[src/sv/ffha_pkg.sv]
package ffha_pkg;

    localparam int MAX_BLOCKS_DEF = 64;
    localparam int ADDR_W         = 32;
    localparam int HDR_W          = 7;
    localparam int NEED_W         = ADDR_W + 2;
    localparam int CFG_IDX_W      = 2;
    localparam int STATUS_W       = 3;

    localparam logic OP_ALLOC = 1'b0;
    localparam logic OP_FREE  = 1'b1;

    typedef enum logic [STATUS_W-1:0] {
        ST_OK          = 3'd0,
        ST_IGNORED     = 3'd1,
        ST_HEAP_FULL   = 3'd2,
        ST_TABLE_FULL  = 3'd3,
        ST_UNKNOWN     = 3'd4,
        ST_DOUBLE_FREE = 3'd5
    } t_status;

    typedef enum logic [CFG_IDX_W-1:0] {
        CFG_HEAP_BASE  = 2'd0,
        CFG_HEAP_LIMIT = 2'd1,
        CFG_HEADER     = 2'd2
    } t_cfg_idx;

    typedef struct packed {
        logic start;
        logic scan;
        logic hit_commit;
        logic miss_commit;
        logic trivial_commit;
        logic out_load;
    } t_cmd;

    typedef struct packed {
        logic trivial;
        logic hit;
        logic scan_end;
        logic out_free;
    } t_stat;

endpackage

[src/sv/ffha_ctrl.sv]
module ffha_ctrl (
    input  logic          i_clk,
    input  logic          i_rst_n,
    input  logic          i_valid,
    output logic          o_ready,
    input  ffha_pkg::t_stat i_stat,
    output ffha_pkg::t_cmd  o_cmd
);
    import ffha_pkg::*;

    typedef enum logic [3:0] {
        S_IDLE = 4'b0001,
        S_SCAN = 4'b0010,
        S_MISS = 4'b0100,
        S_FIN  = 4'b1000
    } t_state;

    t_state r_state;
    t_state n_state;

    always_ff @(posedge i_clk) begin
        if (!i_rst_n) begin
            r_state <= S_IDLE;
        end else begin
            r_state <= n_state;
        end
    end

    always_comb begin
        n_state = r_state;
        o_cmd   = '0;
        case (r_state)
            S_IDLE: begin
                if (i_valid) begin
                    o_cmd.start = 1'b1;
                    n_state     = S_SCAN;
                end
            end
            S_SCAN: begin
                o_cmd.scan = 1'b1;
                if (i_stat.trivial) begin
                    o_cmd.trivial_commit = 1'b1;
                    n_state              = S_FIN;
                end else if (i_stat.hit) begin
                    o_cmd.hit_commit = 1'b1;
                    n_state          = S_FIN;
                end else if (i_stat.scan_end) begin
                    n_state = S_MISS;
                end
            end
            S_MISS: begin
                o_cmd.miss_commit = 1'b1;
                n_state           = S_FIN;
            end
            S_FIN: begin
                if (i_stat.out_free) begin
                    o_cmd.out_load = 1'b1;
                    n_state        = S_IDLE;
                end
            end
            default: begin
                n_state = S_IDLE;
            end
        endcase
    end

    assign o_ready = (r_state == S_IDLE);

endmodule

[config.mk]
export PLATFORM = sky130hd
export DESIGN_NAME = ffha_ctrl
export DESIGN_NICKNAME = d
export VERILOG_FILES = /design/src/sv/ffha_pkg.sv /design/src/sv/ffha_ctrl.sv
export SDC_FILE = /design/constraint.sdc
export NUM_CORES = 1
export LEC_CHECK = 0
export ABC_CLOCK_PERIOD_IN_PS = 1310
export BUFFER_PORTS_ARGS = -buffer_cell sky130_fd_sc_hd__buf_2
export CAP_MARGIN = 20
export CELL_PAD_IN_SITES_DETAIL_PLACEMENT = 1
export CELL_PAD_IN_SITES_GLOBAL_PLACEMENT = 1
export CORE_AREA = 2 2 39 41
export CTS_CLUSTER_SIZE = 14
export DETAILED_ROUTE_END_ITERATION = 16
export DIE_AREA = 0 0 41 43
export HOLD_SLACK_MARGIN = 0.1
export PLACE_DENSITY = 0.63
export SLEW_MARGIN = 15
export SYNTH_ARGS = -nofsm -noshare
export SYNTH_HDL_FRONTEND = slang
export SYNTH_SLANG_ARGS = --single-unit
[constraint.sdc]
create_clock -name i_clk -period 1.31 [get_ports i_clk]
set_input_delay 0.0655 -clock i_clk [delete_from_list [all_inputs] [get_ports i_clk]]
set_output_delay 0.0655 -clock i_clk [all_outputs]
set_load 0.01 [all_outputs]
==> flow_summary.toml <==
[power]
power.density_mw_per_mm2 = 1120
p_leak_nw = 0.264
vdd_drop_max_uv = 484

[clocking]
clk_path_buf_depth = 2
clock_sinks = 4
cts_made_buffers = 3
cts_tree = "built"
path_clk_slew_ns = 0.04
cts_htree_levels = 1
clock_latency_ns = 0.24
clock-root-buffer = "clkbuf_4"

[layout]
syn2layout_area_growth_pct = 91.9
largest_reg_flops = 4
n_antenna_cell = 0
regMostFlops = "r_state"
final_area_um2 = 596
top_regs = "r_state: 4 flops"
layout-drive-gt1-share_pct = 73.0
fin_cells = 79
nets = 72

[logic_synthesis]
synth_compound_area_share_pct = 18.1
ys_ff_latch = 4
synth-simple-area-share_pct = 38.3
synth.distinct_cells = 25
synth-seq-area-share_pct = 25.8
synthMuxAreaShare_pct = 3.23
synth_fa_ha_area_share_pct = 0
syn_nets = 44
synth_xor_area_share_pct = 2.82
synthCells = 37
syn_area_um2 = 310
synth_top_family_by_area = "simple AND/OR/NAND/NOR gates"
synth_area_per_cell_um2 = 8.39
ys_warn_count = 0

[placement]
port_buffers = 13
hpwlAfterDp_um = 630
gp_congestion = 0.786
dp.cells = 68
place_ws_ns = -0.00300
dpl_cell_area_um2 = 417

[run_status]
violations = "setup timing"
status = "finished with violations"

[timing]
worst_pin_slew_ns = 0.268
slew_violations = 0
fin_crit_sh_pct = 115
setup_ws_ns = -0.199
finalHoldViolCount = 0
min_period_ns = 1.51
hold_ws_ns = 0.111
rsz0062_at_grt = "yes"
maxSlewHeadroom_pct = 82.0
tns_ns = -0.914
clock.fmax_ghz = 0.663
setup_viol = 8
finalClockSkew_ns = 0.00132

[setup_path]
crit_path_end_kind = "primary output"
max_stage_delay_ns = 0.56
cp.required_ns = 1.24
cp-start-kind = "flop"
reg2regPathDepth = 5
critical-path-slowest-cell = "or4b_4"
crit_type = "flop to primary output"
worstPathMaxFanout = 3
crit_chain = "or4b_4 -> inv_2 -> and2_4 -> buf_6"
arrival_ns = 1.44

[floorplanning]
core_area_mm2 = 0.00138
start_util_pct = 22.4
io_pins = 14
die_x_um = 41
die_h_um = 43
rows = 14
fp.dieArea_mm2 = 0.00176

[detailed_routing]
first_pass_iters = 2
drt-initial-drc-count = 3
wl_um = 965
routed-via-count = 373
drtAntennaViolNets = 0
wl_per_cell_um = 12.2
route.detailed.drc = 0
via_per_inst = 4.72

[grt]
grt_overflow_total = 0
grt_pass1_vias = 340
grt_max_degree = 7
track_usage_pct = 11.8
grt_pass1_wl_mm = 1.39
grt_antenna_before_repair = 0

[min_path]
min_path_cells = 4
hold_path.class = "primary input to flop"

[job]
cap_viol_max_count = 0
==> synthesized netlist by cell type <==
cell	count	area (µm²)
buf_4	1	7.51
and2_1	2	12.5
nand3b_1	1	7.51
xor2_1	1	8.76
o31ai_1	1	7.51
nor4b_1	1	8.76
nor3_1	1	5.00
nand2b_1	1	6.26
o21ai_0	3	15.0
or4b_1	2	20.0
o22ai_1	1	6.26
mux2i_1	1	10.0
dfxtp_1	4	80.1
and3b_1	1	8.76
nor3_2	1	10.0
nor2_1	2	7.51
buf_6	1	11.3
nand2_1	1	3.75
nor3b_1	2	15.0
or4b_4	1	13.8
o21ba_2	1	10.0
o211ai_1	1	7.51
buf_2	2	10.0
a21oi_1	2	10.0
inv_1	2	7.51
==> metrics by stage <==
step | power, mW | util [%]
after global routing | 0.724 | 43.0
after floorplan | 0.290 | -
final | 0.669 | 43.0
after global placement | 0.370 | 30.1
after detailed placement | 0.373 | 30.1
after CTS | 0.571 | 37.9
==> per-layer routing <==
metal	GRT usage [%]	up-vias	wire length, µm
met5	0	-	0
met4	2.00	0	0
met3	6.28	0	41
met2	18.4	10	447
met1	14.1	177	475
li1	-	186	-
==> cell usage in the layout (no fill, tap or decap), drive strengths merged <==
| master | Yosys | routed |
|---|---|---|
| and2 | 2 | 2 |
| o21ba | 1 | 1 |
| a21oi | 2 | 2 |
| dfxtp | 4 | 4 |
| o31ai | 1 | 1 |
| nand2 | 1 | 1 |
| or4b | 3 | 3 |
| clkbuf | 0 | 3 |
| nor3b | 2 | 2 |
| o211ai | 1 | 1 |
| mux2i | 1 | 1 |
| nand3b | 1 | 1 |
| nor4b | 1 | 1 |
| o22ai | 1 | 1 |
| nand2b | 1 | 1 |
| nor2 | 2 | 2 |
| nor3 | 2 | 2 |
| inv | 2 | 2 |
| and3b | 1 | 1 |
| buf | 4 | 24 |
| dlygate4sd3 | 0 | 3 |
| xor2 | 1 | 1 |
| o21ai | 3 | 3 |
==> where the power goes <==
part           total, mW  leakage, nW  switching [mW]  internal, mW
Sequential         0.162       0.0341          0.0204         0.141
Combinational      0.348        0.216           0.146         0.202
Clock              0.160       0.0138          0.0572         0.103
Total              0.669        0.264           0.224         0.446
==> worst paths after layout <==
check / from / slack (ns) / to
worst max-delay path: r_state[2] / -0.20 / o_cmd[5]
worst min-delay path: i_stat[2] / 0.11 / r_state[2]
worst max register to register: r_state[3] / -0.13 / r_state[1]
worst min register to register: r_state[1] / 0.58 / r_state[2]
==> logic make-up (layout without fill, tap and decap cells) <==
kind of cell / Yosys count / count (layout)
AOI/OAI and AO/OA: 9 / 9
xor gates and xnor gates: 1 / 1
buffers and inverters: 6 / 32
DFF: 4 / 4
muxes: 1 / 1
and+or+nand+nor: 16 / 16
==> critical path: cells and delay by family, from the launching register on <==
kind / cells / cell delay, ns
flops: 1 / 0.34
buf+inv: 2 / 0.17
simple gates: 2 / 0.69
==> layout make-up <==
cell class / instances / area, µm²
well taps: 16 / 20.0
repair buffers: 27 / 204
fillers: 164 / 788
clock buffers: 3 / 22.5
multi-input cells: 27 / 254
flip-flops and latches: 4 / 87.6
inverters: 2 / 7.51
==> timing repair <==
item	in CTS	in global routing
pin swaps	4	4
hold endpoints to repair	3	0
buffers inserted	3	2
endpoints found under the setup margin	6	11
resized for setup	12	11
hold buffers	3	0
Power figures use the tool's default switching activity.
